$ cat src/hdl/tsmp_pkg.sv
// Shared types, constants and helpers for the three-sensor motion poller.
`default_nettype none
package tsmp_pkg;

  localparam int NUM_SENSORS = 3;
  localparam int COUNT_WIDTH = 16;
  localparam int REPORT_WIDTH = 16;
  localparam int CFG_INDEX_WIDTH = 3;
  localparam int CFG_DATA_WIDTH = 16;

  // Configuration register indexes
  typedef enum logic [CFG_INDEX_WIDTH-1:0] {
    CFG_EXPECTED_ID = 3'd0,
    CFG_HALF_BIT    = 3'd1,
    CFG_TURNAROUND  = 3'd2,
    CFG_RESYNC_WAIT = 3'd3,
    CFG_POLL_GAP    = 3'd4
  } cfg_index_t;

  // Sensor register reads that make up one poll
  typedef enum logic [1:0] {
    OP_ID     = 2'd0,
    OP_MOTION = 2'd1,
    OP_DY     = 2'd2,
    OP_DX     = 2'd3
  } op_t;

  // Sequencer steps, one-hot
  typedef enum logic [9:0] {
    ST_RS_HIGH      = 10'b00_0000_0001,
    ST_RS_LOW       = 10'b00_0000_0010,
    ST_RS_WAIT      = 10'b00_0000_0100,
    ST_WRITE1       = 10'b00_0000_1000,
    ST_WRITE2       = 10'b00_0001_0000,
    ST_ADDR         = 10'b00_0010_0000,
    ST_TURN_DRIVE   = 10'b00_0100_0000,
    ST_TURN_RELEASE = 10'b00_1000_0000,
    ST_READ         = 10'b01_0000_0000,
    ST_GAP          = 10'b10_0000_0000
  } step_t;

  localparam logic [7:0] WRITE_FLAG   = 8'h80;
  localparam logic [7:0] WRITE1_ADDR  = 8'h85;
  localparam logic [7:0] WRITE1_DATA  = 8'h21;
  localparam logic [7:0] WRITE2_ADDR  = 8'h86;
  localparam logic [7:0] WRITE2_DATA  = 8'h06;
  localparam logic [15:0] WRITE1_WORD = {WRITE1_ADDR | WRITE_FLAG, WRITE1_DATA};
  localparam logic [15:0] WRITE2_WORD = {WRITE2_ADDR | WRITE_FLAG, WRITE2_DATA};

  localparam logic [7:0] RST_EXPECTED_ID = 8'h31;
  localparam logic [7:0] RST_HALF_BIT    = 8'd5;
  localparam logic [7:0] RST_TURNAROUND  = 8'd2;
  localparam logic [15:0] RST_RESYNC     = 16'd5000;
  localparam logic [15:0] RST_POLL_GAP   = 16'd1000;

  typedef struct packed {
    logic [7:0]  expected_id;
    logic [7:0]  half_bit_ticks;
    logic [7:0]  turnaround_ticks;
    logic [15:0] resync_wait_ticks;
    logic [15:0] poll_gap_ticks;
  } cfg_t;

  // Line levels for one tick
  typedef struct packed {
    logic clk_level;
    logic data_level;
    logic data_drive;
  } line_t;

  // Accumulate request from the sequencer to the counters
  typedef struct packed {
    logic                        add;
    logic [NUM_SENSORS-1:0][7:0] dx;
    logic [NUM_SENSORS-1:0][7:0] dy;
  } acc_req_t;

  typedef logic signed [2*NUM_SENSORS-1:0][COUNT_WIDTH-1:0] counts_t;

  function automatic logic [7:0] read_addr(input op_t op);
    logic [7:0] a;
    case (op)
      OP_ID:     a = 8'h00;
      OP_MOTION: a = 8'h02;
      OP_DY:     a = 8'h04;
      OP_DX:     a = 8'h03;
      default:   a = 8'h00;
    endcase
    return a;
  endfunction

endpackage
`default_nettype wire

$ cat src/hdl/tsmp_seq.sv
// Bit-bang sequencer: resync, register writes, poll reads and gap timing.
`default_nettype none
module tsmp_seq import tsmp_pkg::*; (
  input  wire logic                   clk,
  input  wire logic                   rst,
  input  wire logic                   fire,
  input  wire logic [NUM_SENSORS-1:0] data_pins,
  input  wire cfg_t                   cfg,
  output line_t                       line,
  output logic                        in_sync,
  output acc_req_t                    acc
);

  step_t                       state, state_next;
  op_t                         op, op_next;
  logic [15:0]                 wait_counter, wait_counter_next;
  logic [3:0]                  bit_index, bit_index_next;
  logic [15:0]                 shift_out, shift_out_next;
  logic [NUM_SENSORS-1:0][7:0] read_bytes, read_bytes_next;
  logic [NUM_SENSORS-1:0][7:0] held_dy, held_dy_next;
  logic                        sync_flag, sync_flag_next;

  logic [7:0]                  h_len, t_len;
  logic [8:0]                  bit_len;
  logic [16:0]                 cnt_inc;
  logic                        half_high, bit_end;
  logic [NUM_SENSORS-1:0][7:0] new_bytes;
  logic                        id_ok;
  logic                        go, add;
  step_t                       go_state, enter_state;
  op_t                         go_op, enter_op;

  assign h_len   = (cfg.half_bit_ticks == 8'd0) ? 8'd1 : cfg.half_bit_ticks;
  assign t_len   = (cfg.turnaround_ticks == 8'd0) ? 8'd1 : cfg.turnaround_ticks;
  assign bit_len = {h_len, 1'b0};
  assign cnt_inc = {1'b0, wait_counter} + 17'd1;
  assign half_high = wait_counter >= {8'd0, h_len};
  assign bit_end   = cnt_inc >= {8'd0, bit_len};

  always_comb begin
    id_ok = 1'b1;
    for (int k = 0; k < NUM_SENSORS; k++) begin
      new_bytes[k] = {read_bytes[k][6:0], data_pins[k]};
      if (new_bytes[k] != cfg.expected_id) id_ok = 1'b0;
    end
  end

  always_comb begin
    state_next        = state;
    op_next           = op;
    wait_counter_next = wait_counter;
    bit_index_next    = bit_index;
    shift_out_next    = shift_out;
    read_bytes_next   = read_bytes;
    held_dy_next      = held_dy;
    sync_flag_next    = sync_flag;
    line              = '{clk_level: 1'b1, data_level: 1'b0, data_drive: 1'b0};
    go                = 1'b0;
    go_state          = state;
    go_op             = op;
    add               = 1'b0;

    case (state)
      ST_RS_HIGH: begin
        if (cnt_inc >= {9'd0, h_len}) begin
          go = 1'b1;
          go_state = ST_RS_LOW;
        end else begin
          wait_counter_next = cnt_inc[15:0];
        end
      end
      ST_RS_LOW: begin
        line.clk_level = 1'b0;
        if (cnt_inc >= {9'd0, t_len}) begin
          go = 1'b1;
          go_state = ST_RS_WAIT;
        end else begin
          wait_counter_next = cnt_inc[15:0];
        end
      end
      ST_RS_WAIT: begin
        if (cnt_inc >= {1'b0, cfg.resync_wait_ticks}) begin
          go = 1'b1;
          go_state = ST_WRITE1;
        end else begin
          wait_counter_next = cnt_inc[15:0];
        end
      end
      ST_WRITE1, ST_WRITE2, ST_ADDR: begin
        line.clk_level  = half_high;
        line.data_level = shift_out[15];
        line.data_drive = 1'b1;
        if (bit_end) begin
          shift_out_next    = {shift_out[14:0], 1'b0};
          wait_counter_next = '0;
          if ((state == ST_ADDR) ? (bit_index >= 4'd7) : (bit_index == 4'd15)) begin
            go = 1'b1;
            case (state)
              ST_WRITE1: go_state = ST_WRITE2;
              ST_WRITE2: begin
                go_state = ST_ADDR;
                go_op    = OP_ID;
              end
              default:   go_state = ST_TURN_DRIVE;
            endcase
          end else begin
            bit_index_next = bit_index + 4'd1;
          end
        end else begin
          wait_counter_next = cnt_inc[15:0];
        end
      end
      ST_TURN_DRIVE, ST_TURN_RELEASE: begin
        line.data_drive = (state == ST_TURN_DRIVE);
        if (cnt_inc >= {9'd0, t_len}) begin
          go = 1'b1;
          go_state = (state == ST_TURN_DRIVE) ? ST_TURN_RELEASE : ST_READ;
        end else begin
          wait_counter_next = cnt_inc[15:0];
        end
      end
      ST_READ: begin
        line.clk_level = half_high;
        if (bit_end) begin
          read_bytes_next   = new_bytes;
          wait_counter_next = '0;
          if (bit_index >= 4'd7) begin
            go = 1'b1;
            case (op)
              OP_ID: begin
                sync_flag_next = id_ok;
                go_state = id_ok ? ST_ADDR : ST_RS_HIGH;
                go_op    = OP_MOTION;
              end
              OP_MOTION: begin
                go_state = ST_ADDR;
                go_op    = OP_DY;
              end
              OP_DY: begin
                held_dy_next = new_bytes;
                go_state = ST_ADDR;
                go_op    = OP_DX;
              end
              default: begin
                add      = 1'b1;
                go_state = ST_GAP;
              end
            endcase
          end else begin
            bit_index_next = bit_index + 4'd1;
          end
        end else begin
          wait_counter_next = cnt_inc[15:0];
        end
      end
      ST_GAP: begin
        if (cnt_inc >= {1'b0, cfg.poll_gap_ticks}) begin
          go = 1'b1;
          go_state = ST_ADDR;
          go_op    = OP_ID;
        end else begin
          wait_counter_next = cnt_inc[15:0];
        end
      end
      default: begin
        go = 1'b1;
        go_state = ST_RS_HIGH;
      end
    endcase

    // Entering a step; zero-length resync and poll-gap waits fall straight through
    enter_state = go_state;
    enter_op    = go_op;
    if (go_state == ST_RS_WAIT && cfg.resync_wait_ticks == 16'd0) enter_state = ST_WRITE1;
    if (go_state == ST_GAP && cfg.poll_gap_ticks == 16'd0) begin
      enter_state = ST_ADDR;
      enter_op    = OP_ID;
    end
    if (go) begin
      state_next        = enter_state;
      op_next           = enter_op;
      wait_counter_next = '0;
      bit_index_next    = '0;
      case (enter_state)
        ST_WRITE1: shift_out_next = WRITE1_WORD;
        ST_WRITE2: shift_out_next = WRITE2_WORD;
        ST_ADDR: begin
          shift_out_next  = {read_addr(enter_op), 8'h00};
          read_bytes_next = '0;
        end
        default: ;
      endcase
    end
  end

  always_ff @(posedge clk) begin
    if (rst) begin
      state        <= ST_RS_HIGH;
      op           <= OP_ID;
      wait_counter <= '0;
      bit_index    <= '0;
      shift_out    <= '0;
      read_bytes   <= '0;
      held_dy      <= '0;
      sync_flag    <= 1'b0;
    end else if (fire) begin
      state        <= state_next;
      op           <= op_next;
      wait_counter <= wait_counter_next;
      bit_index    <= bit_index_next;
      shift_out    <= shift_out_next;
      read_bytes   <= read_bytes_next;
      held_dy      <= held_dy_next;
      sync_flag    <= sync_flag_next;
    end
  end

  assign in_sync = sync_flag_next;
  assign acc.add = fire && add;
  assign acc.dx  = new_bytes;
  assign acc.dy  = held_dy;

`ifndef SYNTHESIS
  a_bit_in_byte: assert property (@(posedge clk) disable iff (rst)
    (state == ST_ADDR || state == ST_READ) |-> bit_index <= 4'd7)
    else $error("bit index past byte end");
  a_add_then_gap: assert property (@(posedge clk) disable iff (rst)
    acc.add |=> (state == ST_GAP || (state == ST_ADDR && op == OP_ID)))
    else $error("accumulate not followed by gap or new poll");
  a_resync_clears_sync: assert property (@(posedge clk) disable iff (rst)
    (fire && state == ST_READ && state_next == ST_RS_HIGH) |=> !sync_flag)
    else $error("resync entered while still flagged in sync");
`endif

endmodule
`default_nettype wire

$ cat config.mk
export PLATFORM = sky130hd
export DESIGN_NAME = tsmp_seq
export DESIGN_NICKNAME = d
export VERILOG_FILES = /design/src/hdl/tsmp_pkg.sv /design/src/hdl/tsmp_seq.sv
export SDC_FILE = /design/constraint.sdc
export NUM_CORES = 1
export LEC_CHECK = 0
export ABC_AREA = 1
export BUFFER_PORTS_ARGS = -buffer_cell sky130_fd_sc_hd__buf_2
export CAP_MARGIN = 20
export CORE_ASPECT_RATIO = 1.5
export CORE_UTILIZATION = 59
export CTS_CLUSTER_DIAMETER = 80
export DETAILED_ROUTE_END_ITERATION = 6
export PLACE_DENSITY = 0.82
export SETUP_SLACK_MARGIN = 0.4
export SLEW_MARGIN = 5
export SYNTH_ARGS = -nofsm -noshare
export SYNTH_HDL_FRONTEND = slang
export SYNTH_SLANG_ARGS = --single-unit
export TNS_END_PERCENT = 1
$ cat constraint.sdc
create_clock -name clk -period 3.7 [get_ports clk]
set_input_delay 0.74 -clock clk [delete_from_list [all_inputs] [get_ports clk]]
set_output_delay 0.74 -clock clk [all_outputs]
set_load 0.005 [all_outputs]
==> Word level (Yosys, flattened, before mapping) <==
Index checks and enable logic that the tools add are counted.
{ "totals": {"reg_bits": 97, "output_inout_bits": 53, "input_bits": 62, "elab_cells": 147} }
{ "op_classes": {"magnitude_cmp": 7, "n_eq_ne": 32, "muxes": 73, "add_sub_neg": 2, "n_reduce_logical": 21} }
{ "ops": {"columns": ["operator", "n"], "rows": [
  ["two-way mux 16 bit", 9],
  ["two-way mux 10 bit", 11],
  ["two-way mux 24 bit", 4],
  ["one-hot mux 16 bit (5 select lines)", 1],
  ["one-hot mux 10 bit (7 select lines)", 1],
  ["one-hot mux 16 bit (3 select lines)", 1],
  ["greater-or-equal comparator 17 x 16 -> 1 bit", 2],
  ["greater-or-equal comparator 17 x 8 -> 1 bit", 2],
  ["zero test 16 bit", 2],
  ["one-hot mux 8 bit (4 select lines)", 1],
  ["!= test 3 bit (second input constant)", 8],
  ["!= test 8 bit", 3],
  ["two-way mux 1 bit", 21],
  ["equality test 10 bit (second input constant)", 2],
  ["equality test 10 x 3 -> 1 bit (second input constant)", 2],
  ["equality test 10 x 4 -> 1 bit (second input constant)", 2],
  ["equality test 10 x 5 -> 1 bit (second input constant)", 2],
  ["equality test 10 x 6 -> 1 bit (second input constant)", 2],
  ["two-way mux 4 bit", 5],
  ["one-hot mux 10 bit (2 select lines)", 1],
  ["adder 16 x 1 -> 17 bit (second input constant)", 1],
  ["greater-or-equal comparator 17 x 9 -> 1 bit", 1],
  ["greater-or-equal comparator 16 x 8 -> 1 bit", 1],
  ["zero test 8 bit", 2],
  ["other kinds (29)", 48]
]} }

==> Depth between registers and ports, before layout <==
{ "logic_depth": {"ltp_word": 16, "depth_mapped": 31, "ltp_nobuf": 31} }

==> Least setup slack after synthesis <==
OpenSTA, ideal clock, no wires.
{ "synth_timing": {"kind": "register to register", "startpoint": "register wait_counter[0]", "endpoint": "register shift_out[11]", "n_path_buf": 1, "required_ps": 3566, "slack_ps": 303, "period_less_slack_ps": 3397, "setup_ps": 134, "t_arrival_ps": 3264, "stages_incl_launch_ff": 31, "path_cell_list": "dfxtp_1 > ha_1 > nand2_2 > nor2_4 > xnor2_1 > inv_1 > ha_1 > nand2_1 > inv_1 > o21ai_0 > nand2_1 > nand2_1 > nand2_1 > nand2_1 > nand2_1 > nand2_1 > nand3_4 > nand2_4 > nor2_4 > nand2_1 > nand2_1 > inv_2 > nor2_2 > nand2_4 > nand2_4 > nand3_4 > nand2_4 > inv_4 > buf_12 > o211ai_2 > a21oi_2"} }
{ "synth_via": {"elab_chain_len": 11, "elab_cells_between_ends": 34, "cone_classes": "1 x add/sub; 5 x order compare; 5 x eq/ne; 21 x mux; 2 x reduce/logical"} }
{ "synth_lines": {"columns": ["item", "line", "text"], "rows": [
  ["start, declared", "tsmp_seq.sv:16", "logic [15:0] wait_counter, wait_counter_next;"],
  ["start signal, assigned", "tsmp_seq.sv:209", "wait_counter <= wait_counter_next;"],
  ["adder 16 x 1 -> 17 bit *", "tsmp_seq.sv:36", "assign cnt_inc = {1'b0, wait_counter} + 17'd1;"],
  ["greater-or-equal comparator 17 x 16 -> 1 bit (tied with other cells)", "tsmp_seq.sv:157", "if (cnt_inc >= {1'b0, cfg.poll_gap_ticks}) begin"],
  ["two-way mux 10 bit (tied with other cells)", "tsmp_seq.sv:157", null],
  ["one-hot mux 10 bit (7 select lines)", "tsmp_seq.sv:63", "case (state)"],
  ["equality test 10 x 3 -> 1 bit", "tsmp_seq.sv:174", "if (go_state == ST_RS_WAIT && cfg.resync_wait_ticks == 16'd0) enter_state = ST_WRITE1;"],
  ["logical AND 1 bit", "tsmp_seq.sv:174", null],
  ["two-way mux 10 bit", "tsmp_seq.sv:174", null],
  ["two-way mux 10 bit", "tsmp_seq.sv:175", "if (go_state == ST_GAP && cfg.poll_gap_ticks == 16'd0) begin"],
  ["equality test 10 x 6 -> 1 bit (tied with other cells)", "tsmp_seq.sv:184", "case (enter_state)"],
  ["one-hot mux 16 bit (3 select lines)", "tsmp_seq.sv:184", null],
  ["two-way mux 16 bit *", "tsmp_seq.sv:179", "if (go) begin"],
  ["end signal, assigned", "tsmp_seq.sv:211", "shift_out <= shift_out_next;"],
  ["end, declared", "tsmp_seq.sv:18", "logic [15:0] shift_out, shift_out_next;"]
]} }
Every way passes the cells marked *; elsewhere a longest branch is shown, timed or not.
A chain may end at the register's enable or synchronous reset.

==> Final worst setup path <==
{ "layout_timing": {"startpoint": "register wait_counter[0]", "endpoint": "register wait_counter[4]"} }
{ "layout_via": {"elab_chain_len": 6, "elab_cells_between_ends": 26, "cone_classes": "1 x add/sub; 5 x order compare; 4 x eq/ne; 14 x mux; 2 x reduce/logical"} }
{ "layout_lines": {"columns": ["item", "line"], "rows": [
  ["adder 16 x 1 -> 17 bit *", "tsmp_seq.sv:36"],
  ["greater-or-equal comparator 17 x 16 -> 1 bit (tied with other cells)", "tsmp_seq.sv:157"],
  ["two-way mux 1 bit (tied with other cells)", "tsmp_seq.sv:157"],
  ["one-hot mux 1 bit (6 select lines)", "tsmp_seq.sv:63"],
  ["!= test 3 bit (no source line) or nonzero test 6 bit (tied branches)", null],
  ["AND reduction 6 bit (no source line)", null]
]} }
Every way passes the cells marked *; elsewhere a longest branch is shown, timed or not. The select of a mux whose other input is x is not followed.

==> results.md <==
* Row Count at 50
* Vias in the first global route at 7681
* Via count at 8099
* Fmax achieved at 0.2789 GHz
* Largest net degree at the start of global routing at 66
* Synth Area in Adders at 0.1075
* Hold Buf Count CTS at 0
* CTS root buf: clkbuf_16
* Storage cell area at 0.001898 mm2
* Critical path launch point type: flop
* Wire length per cell at 15.75 um
* Syn_nets at 1255
* Final wirelength at 22.51 mm
* Fin cells at 1429
* Worst-Margin Slew at 0.8447 ns
* Fill cells at 1022
* P_leak at 4.544 nW
* PD cells at 266.6 mW/mm2
* Post-Syn Instances at 1128
* Die area at 0.01329 mm2
* Multi-input gate area at 0.005154 mm2
* Synth Warn # at 0
* Clock Pin Slew Worst Setup and Hold Paths at 0.07 ns
* Layout cells sized above 1 at 0.2694
* CP Cell Sequence: ha_4, nand2_4, nor2_4, buf_6, xnor2_2, inv_2, buf_4, ha_1, nand2_1, inv_1, nand2_1, nand2_1, nand2_1, nand2_1, nand2_1, nand2_1, nor2_2, nand4_1, nand3_2, nor2_4, buf_4, nor2_4, nand2_1, a21oi_1
* Yosys top cell area share at 0.2487
* # IOs at 115
* Routability-driven placement congestion ratio at 0.9543
* Ranking of synthesized cells by area: dfxtp_1 (25%), nand2_1 (12%), ha_1 (11%)
* Post-synthesis compound-gate area fraction at 0.1852
* Clk_lat worst skew at 0.35 ns
* Clock power frac at 0.408
* Pins Over Slew Limit at 0
* GRT Util Overall at 0.3309
* CTS Sinks at 94
* Die width at 94.47 um
* Main combinational cell family by area after synthesis: simple AND/OR/NAND/NOR gates
* Final total power at 2.488 mW
* Sequential power share at 0.431
* CP peak stage delay at 0.37 ns
* Worst Path Max Fanout at 16
* Mux share of post-synthesis cell area at 0
* DR DRC count at 0
* Most frequent CP cell: nand2_1
* Total overflow reported by the global router at 0
* Arr. time, crit path at 3.85 ns
* Finished Core Util at 0.7457
* Post-DRT Antenna Nets at 0
* Hold path depth at 2
* Critical Path Sink Type: flop
* Clock Path Buffers at 2
* Final number of hold-violating endpoints at 0
* Drt first pass iters at 5
* Post-Syn Area at 0.007567 mm2
* Via density per instance at 5.668
* Number of synthesized flops with an enable pin at 0
* Antenna cells at 0
* Relative slew slack at 0.4368
* Combinational power share at 0.161
* Starting density of the core at 0.6048
* WS Path Type: flop to flop
* Placed insts at 1392
* Reg-to-reg setup timing slack at 0.11 ns
* Distinct cell type count after synthesis at 51
* Switch share at 0.2753
* Initial antenna violation count at 0
* Peak VDD IR at 0.3320 mV
* Yosys reg bits at 94
* Synth Area per Inst at 6.709 um2
* Sw Pwr at 0.6849 mW
* R2R cell count at 24
* Post-layout min period at 3.586 ns
* Worst EP required at 3.96 ns
* Final Setup Violations at 0
* Internal at 1.803 mW
* Reg2reg end: wait_counter[4]
* Post-synth top cells: nand2_1 (235), inv_1 (180), dfxtp_1 (94)
* Hold WC Path Type: flop to flop
* Num CTS Buffers at 9
* CTS tree: yes
* Count leader, synth: nand2_1
* Die H at 140.7 um
* RSZ-0062 raised after global routing: yes
* Outcome: finished, final reports clean
* Max Cap Violations at 0
* Synth Area in Simple Gates at 0.3140
* Nets at 1396
* Most common flop cell mapped by yosys: dfxtp_1
* DP HPWL at 16.30 mm
* Hold path endpoint: acc[4]
* PortBufs at 114
* Hold_sp: acc[4]
* Worst Clk Skew at 0.01106 ns
* P&R area growth vs syn at 23.30%
* Core box area at 0.01251 mm2
* R2R Path Start: wait_counter[0]
* First-pass GRT wire length at 34.73 mm
* CP max-delay cell: dfxtp_4
* H-Tree Depth at 3
* Fin crit share at 0.9691
* Synth area leader: dfxtp_1
* Fin Hold WS at 0.4524 ns
* Initial drt markers at 488
* Xor/xnor share of the synthesized area at 0.02662
* Sequential area share after synthesis at 0.2487
* Post-synth ARST share at 0
-- through the flow --
| stage | area, um2 | worst slack (ns) | setup TNS [ns] |
|---|---|---|---|
| floorplan | 7569 | 0.4280 | 0 |
| global placement | 8419 | 0.07369 | 0 |
| detailed placement | 8419 | -0.06397 | -0.1689 |
| CTS | 9040 | 0.1798 | 0 |
| global route | 9330 | -0.1106 | -0.5251 |
| finish | 9330 | 0.1145 | 0 |
-- cells by family (layout without fill, tap and decap cells) --
family,count (synthesis),after routing
flip-flops,94,94
AND/OR/NAND/NOR,496,496
AO/OA/AOI/OAI,223,223
buffers and inverters,227,372
XOR/XNOR,23,23
adder cells (fa/ha/maj),65,65
-- flip-flops by register name (all words and copies together) (netlist names) --
name and count:
acc 45, shift_out 16, op 2, wait_counter 16, bit_index 4, sync_flag 1
state 10
-- cell usage in the layout (no fill, tap or decap), types with 3 or more instances in the layout --
cell	netlist	layout
buf_12	1	3
xnor2_1	17	16
buf_6	0	4
a211oi_2	0	3
nor3_1	22	20
a21oi_1	71	58
o22ai_1	4	4
or2_2	7	7
nand2_1	235	222
clkinvlp_4	0	3
nor2_4	6	9
ha_1	65	60
nor4_1	10	7
dfxtp_1	94	85
a21oi_2	9	22
nand2_4	9	12
clkbuf_16	0	9
o21ai_2	3	3
or2_1	3	3
nor2_2	11	14
nand3_4	2	3
nand2_2	10	20
buf_2	3	112
nand3_1	60	54
buf_4	5	47
inv_1	180	171
o211ai_2	8	8
nor2_1	84	78
o21ai_0	61	58
o21ai_1	3	4
nand3_2	5	10
nand4_1	23	23
ha_4	0	5
o211ai_1	5	5
inv_2	8	16
nand3b_1	4	4
xor2_2	0	3
a211oi_1	45	42
dfxtp_2	0	7
-- how the worst max path moves through the flow --
stage / start / to / slack (ns) / cells past startpoint
finish: wait_counter[0] / wait_counter[4] / 0.11 / 24
global route: wait_counter[0] / wait_counter[4] / -0.11 / 24
CTS: cfg[46] / line[2] / 0.18 / 15
detailed placement: cfg[41] / wait_counter[12] / -0.06 / 23
global placement: cfg[41] / wait_counter[12] / 0.07 / 23
floorplan: wait_counter[0] / shift_out[11] / 0.43 / 30
-- routing by layer --
layer	GRT usage	vias to the layer above	share of wire
met4	0.2265	0	0.068
met1	0.3418	3636	0.37
met2	0.6060	345	0.51
li1	-	4001	-
met5	0	-	0
met3	0.03991	117	0.050
-- area by class of cell --
cell class              count  area share
flip-flops and latches     94      0.2034
inverters                 190     0.07818
well taps                 156     0.02092
repair buffers            167      0.1108
clock buffers               9     0.02414
multi-input cells         807      0.5524
clock inverters             6     0.01019
-- timing repair --
action	4_1_cts	5_1_grt
gates resized for setup	46	58
endpoints found under the setup margin	72	75
setup buffers	16	6
pin swaps	16	33
-- critical path: cells and delay by family (launching register included) --
kind	cells	cell delay [ns]
compound gates	1	0.19
xor+xnor	1	0.11
fa+ha+maj	2	0.46
buf+inv	5	0.57
flops	1	0.37
simple gates	15	1.78
-- power groups by stage --
stage                     logic, mW  clock network (mW)  registers, mW
after global placement        0.347                   0           1.09
after detailed placement      0.355                   0           1.09
final                         0.400                1.02           1.07
after CTS                     0.377                1.03           1.07
after floorplan               0.224                   0           1.09
after global routing          0.443                1.06           1.08
Power figures use the tool's default switching activity.
