<file path="config.mk">
export PLATFORM = sky130hd
export DESIGN_NAME = tsmp_accum
export DESIGN_NICKNAME = d
export VERILOG_FILES = /design/src/hdl/tsmp_pkg.sv /design/src/hdl/tsmp_accum.sv
export SDC_FILE = /design/constraint.sdc
export NUM_CORES = 1
export LEC_CHECK = 0
export ABC_AREA = 1
export BUFFER_PORTS_ARGS = -buffer_cell sky130_fd_sc_hd__buf_2
export CAP_MARGIN = 20
export CORE_ASPECT_RATIO = 0.5
export CORE_MARGIN = 2
export CORE_UTILIZATION = 40
export DETAILED_ROUTE_END_ITERATION = 16
export SYNTH_ARGS = -nofsm -noshare
export SYNTH_HDL_FRONTEND = slang
export SYNTH_SLANG_ARGS = --single-unit
</file>
<file path="constraint.sdc">
create_clock -name clk -period 3.6 [get_ports clk]
set_clock_uncertainty 0.15 [all_clocks]
set_input_delay 0.18 -clock clk [delete_from_list [all_inputs] [get_ports clk]]
set_output_delay 0.18 -clock clk [all_outputs]
set_load 0.1 [all_outputs]
</file>
<file path="src/hdl/tsmp_pkg.sv">
// Shared types, constants and helpers for the three-sensor motion poller.
`default_nettype none
package tsmp_pkg;

  localparam int NUM_SENSORS = 3;
  localparam int COUNT_WIDTH = 16;
  localparam int REPORT_WIDTH = 16;
  localparam int CFG_INDEX_WIDTH = 3;
  localparam int CFG_DATA_WIDTH = 16;

  // Configuration register indexes
  typedef enum logic [CFG_INDEX_WIDTH-1:0] {
    CFG_EXPECTED_ID = 3'd0,
    CFG_HALF_BIT    = 3'd1,
    CFG_TURNAROUND  = 3'd2,
    CFG_RESYNC_WAIT = 3'd3,
    CFG_POLL_GAP    = 3'd4
  } cfg_index_t;

  // Sensor register reads that make up one poll
  typedef enum logic [1:0] {
    OP_ID     = 2'd0,
    OP_MOTION = 2'd1,
    OP_DY     = 2'd2,
    OP_DX     = 2'd3
  } op_t;

  // Sequencer steps, one-hot
  typedef enum logic [9:0] {
    ST_RS_HIGH      = 10'b00_0000_0001,
    ST_RS_LOW       = 10'b00_0000_0010,
    ST_RS_WAIT      = 10'b00_0000_0100,
    ST_WRITE1       = 10'b00_0000_1000,
    ST_WRITE2       = 10'b00_0001_0000,
    ST_ADDR         = 10'b00_0010_0000,
    ST_TURN_DRIVE   = 10'b00_0100_0000,
    ST_TURN_RELEASE = 10'b00_1000_0000,
    ST_READ         = 10'b01_0000_0000,
    ST_GAP          = 10'b10_0000_0000
  } step_t;

  localparam logic [7:0] WRITE_FLAG   = 8'h80;
  localparam logic [7:0] WRITE1_ADDR  = 8'h85;
  localparam logic [7:0] WRITE1_DATA  = 8'h21;
  localparam logic [7:0] WRITE2_ADDR  = 8'h86;
  localparam logic [7:0] WRITE2_DATA  = 8'h06;
  localparam logic [15:0] WRITE1_WORD = {WRITE1_ADDR | WRITE_FLAG, WRITE1_DATA};
  localparam logic [15:0] WRITE2_WORD = {WRITE2_ADDR | WRITE_FLAG, WRITE2_DATA};

  localparam logic [7:0] RST_EXPECTED_ID = 8'h31;
  localparam logic [7:0] RST_HALF_BIT    = 8'd5;
  localparam logic [7:0] RST_TURNAROUND  = 8'd2;
  localparam logic [15:0] RST_RESYNC     = 16'd5000;
  localparam logic [15:0] RST_POLL_GAP   = 16'd1000;

  typedef struct packed {
    logic [7:0]  expected_id;
    logic [7:0]  half_bit_ticks;
    logic [7:0]  turnaround_ticks;
    logic [15:0] resync_wait_ticks;
    logic [15:0] poll_gap_ticks;
  } cfg_t;

  // Line levels for one tick
  typedef struct packed {
    logic clk_level;
    logic data_level;
    logic data_drive;
  } line_t;

  // Accumulate request from the sequencer to the counters
  typedef struct packed {
    logic                        add;
    logic [NUM_SENSORS-1:0][7:0] dx;
    logic [NUM_SENSORS-1:0][7:0] dy;
  } acc_req_t;

  typedef logic signed [2*NUM_SENSORS-1:0][COUNT_WIDTH-1:0] counts_t;

  function automatic logic [7:0] read_addr(input op_t op);
    logic [7:0] a;
    case (op)
      OP_ID:     a = 8'h00;
      OP_MOTION: a = 8'h02;
      OP_DY:     a = 8'h04;
      OP_DX:     a = 8'h03;
      default:   a = 8'h00;
    endcase
    return a;
  endfunction

endpackage
`default_nettype wire

</file>
<file path="src/hdl/tsmp_accum.sv">
// Saturating motion accumulators with drain-and-clear.
`default_nettype none
module tsmp_accum import tsmp_pkg::*; (
  input  wire logic     clk,
  input  wire logic     rst,
  input  wire logic     fire,
  input  wire logic     drain,
  input  wire acc_req_t acc,
  output counts_t       counts
);

  counts_t count_store;

  function automatic logic signed [COUNT_WIDTH-1:0] sat_add(
    input logic signed [COUNT_WIDTH-1:0] a, input logic [7:0] b);
    logic signed [COUNT_WIDTH:0] sum;
    sum = {a[COUNT_WIDTH-1], a} + {{(COUNT_WIDTH-7){b[7]}}, b};
    if (sum[COUNT_WIDTH] != sum[COUNT_WIDTH-1])
      return sum[COUNT_WIDTH] ? {1'b1, {(COUNT_WIDTH-1){1'b0}}}
                              : {1'b0, {(COUNT_WIDTH-1){1'b1}}};
    return sum[COUNT_WIDTH-1:0];
  endfunction

  // Counts after this tick's accumulate, so a drain sees them
  always_comb begin
    counts = count_store;
    if (acc.add) begin
      for (int k = 0; k < NUM_SENSORS; k++) begin
        counts[2*k]   = sat_add(count_store[2*k], acc.dx[k]);
        counts[2*k+1] = sat_add(count_store[2*k+1], acc.dy[k]);
      end
    end
  end

  always_ff @(posedge clk) begin
    if (rst) begin
      count_store <= '0;
    end else if (fire) begin
      count_store <= drain ? '0 : counts;
    end
  end

endmodule
`default_nettype wire
</file>
# Yosys cells after proc, flatten, opt, wreduce, memory -nomap -nowiden
# Cells that the tools add are included.
[op_classes]
addsub = 6
eq_ne = 6
mux = 32
[op_table]
columns = ["op", "n"]
rows = [
  ["16-bit 2-to-1 mux", 18],
  ["96-bit 2-to-1 mux", 2],
  ["16-bit by 8-bit adder with 17-bit output", 6],
  ["1-bit 2-to-1 mux", 12],
  ["1-bit != test", 6],
]
[word_totals]
output_inout_bits = 96
regBits = 96

# Logic depth before layout (Yosys ltp)
# Gate-level depths: netlist of the first run.
[depth]
depth_word = 7
ltp_mapped = 19
ltp_nobuf = 18

# Worst setup path after synthesis of the first run
# Ideal clock, no wire load.
[synth_timing]
path_kind = "register -> register"
from = "register count_store[22] (netlist bit)"
to = "register count_store[16] (netlist bit)"
path_stages_with_launch = 18
n_path_buf = 1
slack_ns = -1.471
synth_period_minus_slack_ns = 5.071
required_ns = 3.378
t_arrival_ns = 4.849
path_cell_list = "dfxtp_1 > ha_1 > a21oi_1 > o21bai_1 > a21oi_1 > nand2_1 > nand2_1 > nand2_1 > a21oi_1 > xor2_1 > inv_1 > ha_1 > clkbuf_1 > clkinv_1 > a21oi_1 > a21boi_0 > nand2_1 > a21oi_1"
[synth_rtl]
columns = ["element", "line_no", "text"]
rows = [
  ["start, declared", "tsmp_accum.sv:12", "counts_t count_store;"],
  ["start signal, assigned", "tsmp_accum.sv:39", "count_store <= drain ? '0 : counts;"],
]

==> impl_metrics.toml, run 1 <==
[cells_and_area]
num-fill-cells = 2438
largestRegisters = "count_store: 96 flops"
multi_input_area_mm2 = 0.00939
diodes = 0
layout.area.seq_mm2 = 0.00198
area_growth_pct = 46.5
regMostFlops = "count_store"
design_area_mm2 = 0.0155
layout-drive-gt1-share_pct = 35.8
final_util_pct = 59.1
largest_register_ffs = 96
nNetsFinal = 2085

[power_and_ir_drop]
power_mw = 6.02
peakVddDrop_mv = 0.249
powerDensity_mw_per_mm2 = 388
power.leakage_nw = 7.03

[route]
wl_per_cell_um = 14.5
first_pass_iters = 5
drc = 0
viasPerCell = 5.20
drtIter0Drc = 560
vias = 11800
wl_mm = 32.9
antenna_left = 0

[critical_path]
rr_worst_depth = 19
critical_path_class = "reg -> out"
r2r-start = "count_store[24]"
max_stage_delay_ns = 0.36
critical_path_depth = 18
worst-path-max-fanout = 6
cp-end-kind = "output pin"
r2r_slack_ns = 0.63
critical_path.top_delay_family = "compound AO/OA/AOI/OAI gates"
crit_top_cell = "nand2_2"
worstPathArrival_ns = 3.14
cp.required_ns = 3.27
cp-start-kind = "register"
timing.rr.end = "count_store[17]"
crit_path_top_delay_cell = "dfxtp_4"
crit_buf_inv = 4
path_cells = "ha_4, nand2_2, nand2_2, o21bai_4, a21oi_2, nand2_1, nand2_2, nand2_2, a21oi_2, xor2_1, inv_1, ha_4, buf_6, buf_6, nor2_2, nor2_1, a21boi_2, buf_12"

[logic_synthesis]
synth_ff_type = "dfxtp_1"
ys_ff_latch = 96
ys_types = 37
syn-mean-instance-area_um2 = 6.13
syn-num-nets = 1889
synth_edf_count = 0
yosysWarnings = 0
ys_seq_area_share_pct = 18.2
syn_inst = 1724
synth-async-reset-ratio_pct = 0
synth_area_mm2 = 0.0106

[die]
ios = 149
initial_core_util_pct = 40.3
dieArea_mm2 = 0.0278
core_area_mm2 = 0.0262
die_y_um = 119
rows = 42
die_width_um = 234

[clocking]
clk_latency_ns = 0.38
cts_root_buf = "clkbuf_16"
cts_buffers = 9
clk_path_buf_depth = 2
htreeDepth = 3
clkTransAtPathRegs_ns = 0.07
cts_tree = "done"
cts.sinks = 96

[timing]
hold_slack_ns = 0.143
period_share_pct = 96.4
rsz0062_at_grt = "yes"
final-hold-violation-count = 0
slew_headroom_pct = 46.8
tns_ns = 0
setup_viol = 0
slew_violations = 0
clock.fmax_mhz = 288
worstMarginPinSlew_ns = 0.799
min_period_ns = 3.47

[placed_design]
hpwl_mm = 22.5
place_congestion = 0.916
portBuffers = 148
placed_cell_area_mm2 = 0.0133

[grt]
track_usage_pct = 22.8
gr-total-overflow = 0
grt_pass1_wl_mm = 52.3
antenna_found_initial = 0
first_global_vias = 10700
grt_max_degree = 97

[worst_hold_path]
hold_start = "rst"
hold_path_class = "in -> reg"
hold_depth = 2
hold_path_end = "count_store[84]"

[flow_run]
cap_violations = 0

[status]
outcome = "finished clean"
## logic make-up (layout without fill, tap and decap cells)
logic type,Yosys count,count (layout),share of synthesized area [%]
buffers and inverters,184,385,6.88
flip-flops,96,96,18.2
XOR/XNOR,20,20,1.66
adder cells (fa/ha/maj),112,112,13.7
AO/OA/AOI/OAI,306,306,15.6
AND/OR/NAND/NOR,1006,1006,44.1
## power by group
part	internal, mW	total [mW]	switching [mW]	leakage, nW
sequential	1.11	1.16	0.0480	0.800
combinational	1.42	3.76	2.34	6.07
clock	0.615	1.09	0.480	0.159
## timing repair
action | in CTS | in global routing
endpoints found under the hold margin | 0 | 0
setup buffers | 26 | 31
setup endpoints to repair | 75 | 77
resized for setup | 92 | 260
pin swaps | 19 | 85
hold buffers | 0 | 0
## placed cells by master (no fill, tap or decap), types with 5 or more instances in the layout
cell / n
dfxtp_4: 5
inv_1: 114
or2_2: 80
and2_2: 10
dfxtp_1: 58
nand2_1: 416
clkbuf_16: 9
xor2_1: 15
nand3_1: 204
ha_1: 47
nand3b_1: 26
o21ai_2: 7
and2_1: 10
ha_4: 54
buf_6: 12
nand2_4: 5
a21oi_4: 6
o21ai_1: 17
buf_12: 90
a21oi_2: 36
and2_4: 47
nand3_2: 39
buf_4: 88
o21bai_1: 5
nand2_2: 69
nor2_1: 76
ha_2: 5
a21boi_2: 6
nor2_2: 8
dfxtp_2: 33
buf_2: 56
xnor2_1: 5
a21oi_1: 171
nor3_1: 6
o21ai_0: 44
## how the worst max path moves through the flow
stage,start,slack [ns],end
finish,count_store[24],0.13,counts[17]
CTS,count_store[38],-0.004,counts[44]
floorplan,count_store[22],-0.15,count_store[16]
detailed placement,acc[15],0.08,counts[62]
global route,count_store[64],-0.07,counts[75]
global placement,acc[15],0.15,counts[61]
## through the flow
step | setup slack (ns) | std cells
detailed placement | 0.0786 | 2204
floorplan | -0.147 | 1724
finish | 0.130 | 2277
global placement | 0.148 | 2204
global route | -0.0654 | 2277
CTS | -0.00443 | 2246
## synthesized netlist by cell type (3+ instances only)
master	count	area, um^2
nand2_2	25	156
nor2_1	86	323
buf_1	3	11.3
a21boi_0	4	30.0
o21ai_2	3	26.3
buf_2	11	55.1
nor3_1	6	30.0
nand3_1	240	1200
ha_1	106	1330
or2_2	80	500
a21oi_2	8	70.1
and2_1	67	419
a21boi_1	6	45.0
a21o_1	3	22.5
o21bai_1	7	52.6
clkbuf_1	45	169
clkinv_1	5	18.8
nand2_1	465	1750
inv_1	116	435
fa_1	6	120
a21oi_1	204	1020
dfxtp_1	96	1920
o21a_1	3	22.5
nor4_1	3	18.8
o21ai_0	65	325
xor2_1	15	131
nand3_2	5	50.1
xnor2_1	5	43.8
nand3b_1	26	195
## layout make-up
type	count	area share, %
Clock buffer	14	1.83
Multi-Input combinational cell	1444	60.6
Clock inverter	2	0.226
Tap cell	352	2.84
Inverter	122	3.01
Timing Repair Buffer	247	18.7
Sequential cell	96	12.8
## layer usage
layer / GRT usage [%] / vias up / part of all wire [%]
li1: - / 6139 / -
met1: 30.3 / 5472 / 47
met2: 39.0 / 192 / 48
met4: 4.27 / 0 / 1.4
met3: 4.00 / 33 / 3.9
met5: 0 / - / 0
No activity file was read; power rests on OpenSTA's default activity.
==> inputs of run 2 (changes only) <==
- PLACE_DENSITY: default -> 0.67
==> run 2 against run 1 <==
Combinational power shrank 1%. Setup slack got worse by 0.053 ns. Critical path depth increased by 2. Sequential share of layout area rose by 0.20 points. Count of clock-buffer cells in the layout down 2. Clock power grew 7%. Via count increased by 0.11%. Routed wire length is 0.27% higher. Hold slack lost 0.020 ns. Global-route usage is 0.33 points lower. Largest power group unchanged.
==> impl_metrics.toml, run 2 (synthesis results as in run 1) <==
[status]
outcome = "finished clean"

[grt]
first_global_vias = 10700
antenna_found_initial = 1
gr-total-overflow = 0
grt_max_degree = 97
track_usage_pct = 22.5
grt_pass1_wl_mm = 51.7

[placed_design]
hpwl_mm = 22.7
place_congestion = 0.935
place_inst = 2210
placed_cell_area_mm2 = 0.0133
portBuffers = 148

[cells_and_area]
layout.area.seq_mm2 = 0.00198
area_growth_pct = 44.3
final_util_pct = 58.2
layout-drive-gt1-share_pct = 34.9
regMostFlops = "count_store"
largestRegisters = "count_store: 96 flops"
final_cells = 2267
num-fill-cells = 2377
multi_input_area_mm2 = 0.00925
final_cell_mix = "nand2_1 (429), nand3_1 (202), a21oi_1 (172)"
largest_register_ffs = 96
nNetsFinal = 2074
design_area_mm2 = 0.0153
layout_commonest_cell = "nand2_1"

[power_and_ir_drop]
power_mw = 6.04
intPower_mw = 3.16
pwr-share-comb_pct = 61.5
power_switching_mw = 2.87
share_seq_of_total_power_pct = 19.2
peakVddDrop_mv = 0.280
powerDensity_mw_per_mm2 = 396
power.leakage_nw = 6.92
switching_share_pct = 47.6
pwr-share-clk_pct = 19.3

[route]
wl_per_cell_um = 14.6
vias = 11800
antenna_left = 0
viasPerCell = 5.23
first_pass_iters = 5
drc = 0
drtIter0Drc = 586
wl_mm = 33.0

[worst_hold_path]
hold_path_class = "in -> reg"

[clocking]
hold_buffers = 0
cts.sinks = 96
cts_root_buf = "clkbuf_16"
htreeDepth = 3
clkTransAtPathRegs_ns = 0.08
cts_buffers = 9
clk_latency_ns = 0.39
cts_tree = "done"
clk_path_buf_depth = 2

[die]
ios = 149
die_y_um = 119
initial_core_util_pct = 40.3
dieArea_mm2 = 0.0278
die_width_um = 234
rows = 42
core_area_mm2 = 0.0262

[critical_path]
worstPathArrival_ns = 3.19
cp-start-kind = "register"
critical_path_class = "reg -> out"
cp-end-kind = "output pin"
cp.required_ns = 3.27
worst-path-max-fanout = 9

[timing]
clock.fmax_mhz = 284
tns_ns = 0
rsz0062_at_grt = "yes"
period_share_pct = 97.8
final-hold-violation-count = 0
min_period_ns = 3.52
slew_headroom_pct = 55.3
setup_viol = 0
worstMarginPinSlew_ns = 0.670
slew_violations = 0

[flow_run]
cap_violations = 0
## run 2: cell type report
class                      count  area share [%]
clock inverter                 4           0.492
tap                          352            2.89
clock buffer                  12            1.75
sequential                    96            13.0
inverter                     122            3.01
timing repair buffer         236            18.3
multi-input combinational   1444            60.6
antenna                        1          0.0164
## run 2: what timing repair did
item                                    4_1_cts  5_1_grt
buffers inserted                             18       22
gates resized for setup                      80      237
pin swaps                                    14       46
endpoints found under the setup margin       75       79
## run 2: metrics by stage
stage	hold WS [ns]	setup slack (ns)
2_1_floorplan	0.307	-0.147
3_3_place_gp	0.320	0.251
3_5_place_dp	0.324	0.187
4_1_cts	0.120	0.00131
5_1_grt	0.137	-0.0927
6_report	0.122	0.0778
## run 2: worst paths after layout
check / startpoint / endpoint / slack, ns / cells after the start
worst max-delay path: count_store[64] / counts[66] / 0.08 / 20
worst min-delay path: rst / count_store[62] / 0.12 / 2
worst max register to register: count_store[24] / count_store[16] / 0.63 / 18
worst min register to register: count_store[39] / count_store[39] / 0.33 / 2
## run 2: routing by layer
layer	track usage (%)	up-vias	wire (um)
li1	-	6115	-
met1	30.0	5501	15300
met2	37.8	202	16000
met3	4.05	31	1130
met4	4.91	0	510
met5	0	-	0
## run 2: critical path, stage by stage (launching register included)
cell and delay (ns):
dfxtp_2 0.34, ha_4 0.16, buf_4 0.13, nand3_1 0.09, nand3_2 0.08, nand2_1 0.09, nand2_2 0.08, nand3_2 0.08
nand2_1 0.07, nand2_2 0.07, nand2_1 0.08, a21oi_2 0.15, xor2_1 0.22, inv_1 0.10, ha_4 0.30, clkinv_1 0.07
buf_6 0.15, nand3_1 0.09, nand3_1 0.12, and2_4 0.20, buf_12 0.16
## run 2: power by group through the flow
stage	Clock (mW)	Combinational (mW)	Sequential, mW
finish	1.17	3.71	1.16
global route	1.24	3.92	1.17
CTS	1.20	3.49	1.15
detailed placement	0	3.36	1.17
global placement	0	3.34	1.17
floorplan	0	2.27	1.16
==> inputs of run 3 (changes only) <==
- ABC_AREA: 1 -> 0
- PLACE_DENSITY: 0.67 -> 0.68
==> run 3 against run 2 <==
The flow now finishes with violations (negative setup slack). Synthesized cell count is 35% lower. Die area is 14% lower. Via count shrank 18%. Non-clock buffer count is 119 higher. Synthesized area shrank 15%. Highest routed layer unchanged.
==> impl_metrics.toml, run 3 <==
[logic_synthesis]
ys_seq_area_share_pct = 21.3
syn_inst = 1128
synth_ff_type = "dfxtp_1"
yosysWarnings = 0
synth_area_mm2 = 0.00902
syn-mean-instance-area_um2 = 7.99
synth_edf_count = 0
ys_top_cells_by_area = "dfxtp_1 (21%), ha_1 (15%), a21oi_1 (5.6%)"
synth-async-reset-ratio_pct = 0
synth_top_area_share_pct = 21.3
syn-num-nets = 1293
synth_commonest_cells = "ha_1 (106), nor2_1 (106), a21oi_1 (101)"
ys_types = 67
synth_top_cell_by_area = "dfxtp_1"
ys_ff_latch = 96

[clocking]
cts.sinks = 96
cts_tree = "done"
cts_buffers = 9
htreeDepth = 3
clk_latency_ns = 0.38
cts_root_buf = "clkbuf_16"
clk_path_buf_depth = 2
clkTransAtPathRegs_ns = 0.07

[power_and_ir_drop]
powerDensity_mw_per_mm2 = 459
power.leakage_nw = 6.79
peakVddDrop_mv = 0.376

[timing]
fin_ws_ns = -0.661
final-hold-violation-count = 0
rsz0062_at_grt = "yes"
setup_viol = 93
min_period_ns = 4.26
clock.fmax_mhz = 235
worstMarginPinSlew_ns = 0.707
hold_slack_ns = 0.0972
tns_ns = -39.94
period_share_pct = 118
slew_headroom_pct = 52.7
slew_violations = 0

[cells_and_area]
largestRegisters = "count_store: 96 flops"
layout_commonest_cell = "buf_4"
multi_input_area_mm2 = 0.00850
area_growth_pct = 69.1
nNetsFinal = 1612
largest_register_ffs = 96
final_cell_mix = "buf_4 (170), buf_12 (100), nor2_1 (97)"
design_area_mm2 = 0.0153
layout-drive-gt1-share_pct = 44.4
num-fill-cells = 1555
diodes = 0
layout.area.seq_mm2 = 0.00194
regMostFlops = "count_store"

[critical_path]
timing.rr.end = "count_store[2]"
critical_path_class = "reg -> out"
cp.required_ns = 3.27
worst-path-max-fanout = 8
path_cells = "ha_4, a21o_1, a21o_1, a2111oi_4, nor3_2, nor4_2, o31ai_2, a21o_1, a21oi_2, xnor2_2, ha_4, nand2_4, a21oi_2, a31oi_4, buf_12, buf_4, o21ai_4, mux2_4, buf_12"
crit_top_cell = "a21o_1"
rr_worst_depth = 17
r2r-start = "count_store[1]"
crit_path_top_delay_cell = "dfxtp_2"
worstPathArrival_ns = 3.93
crit_path_start = "count_store[17]"
cp-end-kind = "output pin"
r2r_slack_ns = -0.20
cp-start-kind = "register"
max_stage_delay_ns = 0.36

[grt]
first_global_vias = 10100
antenna_found_initial = 0
track_usage_pct = 24.9
gr-total-overflow = 0
grt_max_degree = 69
grt_pass1_wl_mm = 48.3

[placed_design]
portBuffers = 148
placed_cell_area_mm2 = 0.0130
hpwl_mm = 20.3
place_congestion = 0.903

[route]
viasPerCell = 5.58
vias = 9759
first_pass_iters = 5
drtIter0Drc = 473
antenna_left = 0
wl_per_cell_um = 17.6
wl_mm = 30.8
drc = 0

[die]
ios = 149
die_width_um = 216
core_area_mm2 = 0.0219
initial_core_util_pct = 41.2
rows = 38
die_y_um = 110
dieArea_mm2 = 0.0238

[worst_hold_path]
hold_path_class = "in -> reg"
hold_start = "fire"
hold_depth = 4
hold_path_end = "count_store[47]"

[status]
outcome = "finished with violations"
violations = "negative setup slack"

[flow_run]
cap_violations = 0
## run 3: cell types whose count changed after synthesis, moves of 36 or more
cell     previous run  this run
nand2_1           465        88
nand3_1           240         9
a21oi_1           204       101
or2_2              80         1
inv_1             116        49
and2_1             67         2
a22o_1              0        45
xnor2_1             5        44
mux2_2              0        36
## run 3: layout make-up
| cell class | count | area share (%) |
|---|---|---|
| clock inverter | 3 | 0.443 |
| inverter | 49 | 1.27 |
| tap | 300 | 2.46 |
| sequential | 96 | 12.7 |
| timing repair buffer | 355 | 25.8 |
| clock buffer | 11 | 1.59 |
| multi-input combinational | 936 | 55.7 |
## run 3: cells by family (layout without fill, tap and decap cells)
family	after synthesis	in the layout	share of synthesized area, %
AO/OA/AOI/OAI	416	416	30.9
AND/OR/NAND/NOR	291	291	14.7
adder cells (fa/ha/maj)	115	115	16.4
flip-flops	96	96	21.3
buffers and inverters	96	418	4.34
XOR/XNOR	71	71	6.90
multiplexers	43	43	5.49
## run 3: worst max-delay path by stage
| stage | end | slack, ns | cells after the start |
|---|---|---|---|
| global placement | counts[26] | -0.24 | 19 |
| floorplan | counts[83] | -0.36 | 11 |
| CTS | counts[30] | -0.68 | 19 |
| finish | counts[23] | -0.66 | 19 |
| global route | counts[23] | -0.83 | 19 |
| detailed placement | counts[21] | -0.40 | 19 |
## run 3: power by group
group	internal (mW)	switching, mW	total [mW]
Clock	0.622	0.476	1.10
Sequential	1.11	0.0422	1.15
Combinational	2.00	2.74	4.75
## run 3: worst max-delay path, delay by kind of cell (launching register included)
family / cells / cell delay, ns
mux: 1 / 0.28
compound gates: 9 / 1.45
fa+ha+maj: 2 / 0.44
simple gates: 3 / 0.41
flops: 1 / 0.36
buf+inv: 3 / 0.44
xor+xnor: 1 / 0.16
## run 3: timing repair
item / 4_1_cts / 5_1_grt
resized for setup: 185 / 156
pin swaps: 39 / 77
buffers inserted: 43 / 46
endpoints found under the hold margin: 1 / 0
hold buffers: 1 / 0
cloned: 3 / 0
setup endpoints to repair: 105 / 149
## run 3: through the flow
step | cells | setup WS (ns) | total power [mW] | utilization [%]
final | 1750 | -0.661 | 7.00 | 69.7
after global routing | 1750 | -0.829 | 7.25 | 69.7
after CTS | 1720 | -0.676 | 6.63 | 65.9
after detailed placement | 1663 | -0.399 | 5.01 | 59.6
after global placement | 1663 | -0.237 | 4.95 | 59.6
after floorplan | 1128 | -0.356 | 3.79 | -
## run 3: routing by layer
layer / share of wire (%) / vias to the layer above / track usage (%)
li1: - / 4718 / -
met1: 43 / 4753 / 29.1
met2: 51 / 221 / 46.4
met3: 3.5 / 67 / 3.68
met4: 2.4 / 0 / 10.4
met5: 0 / - / 0
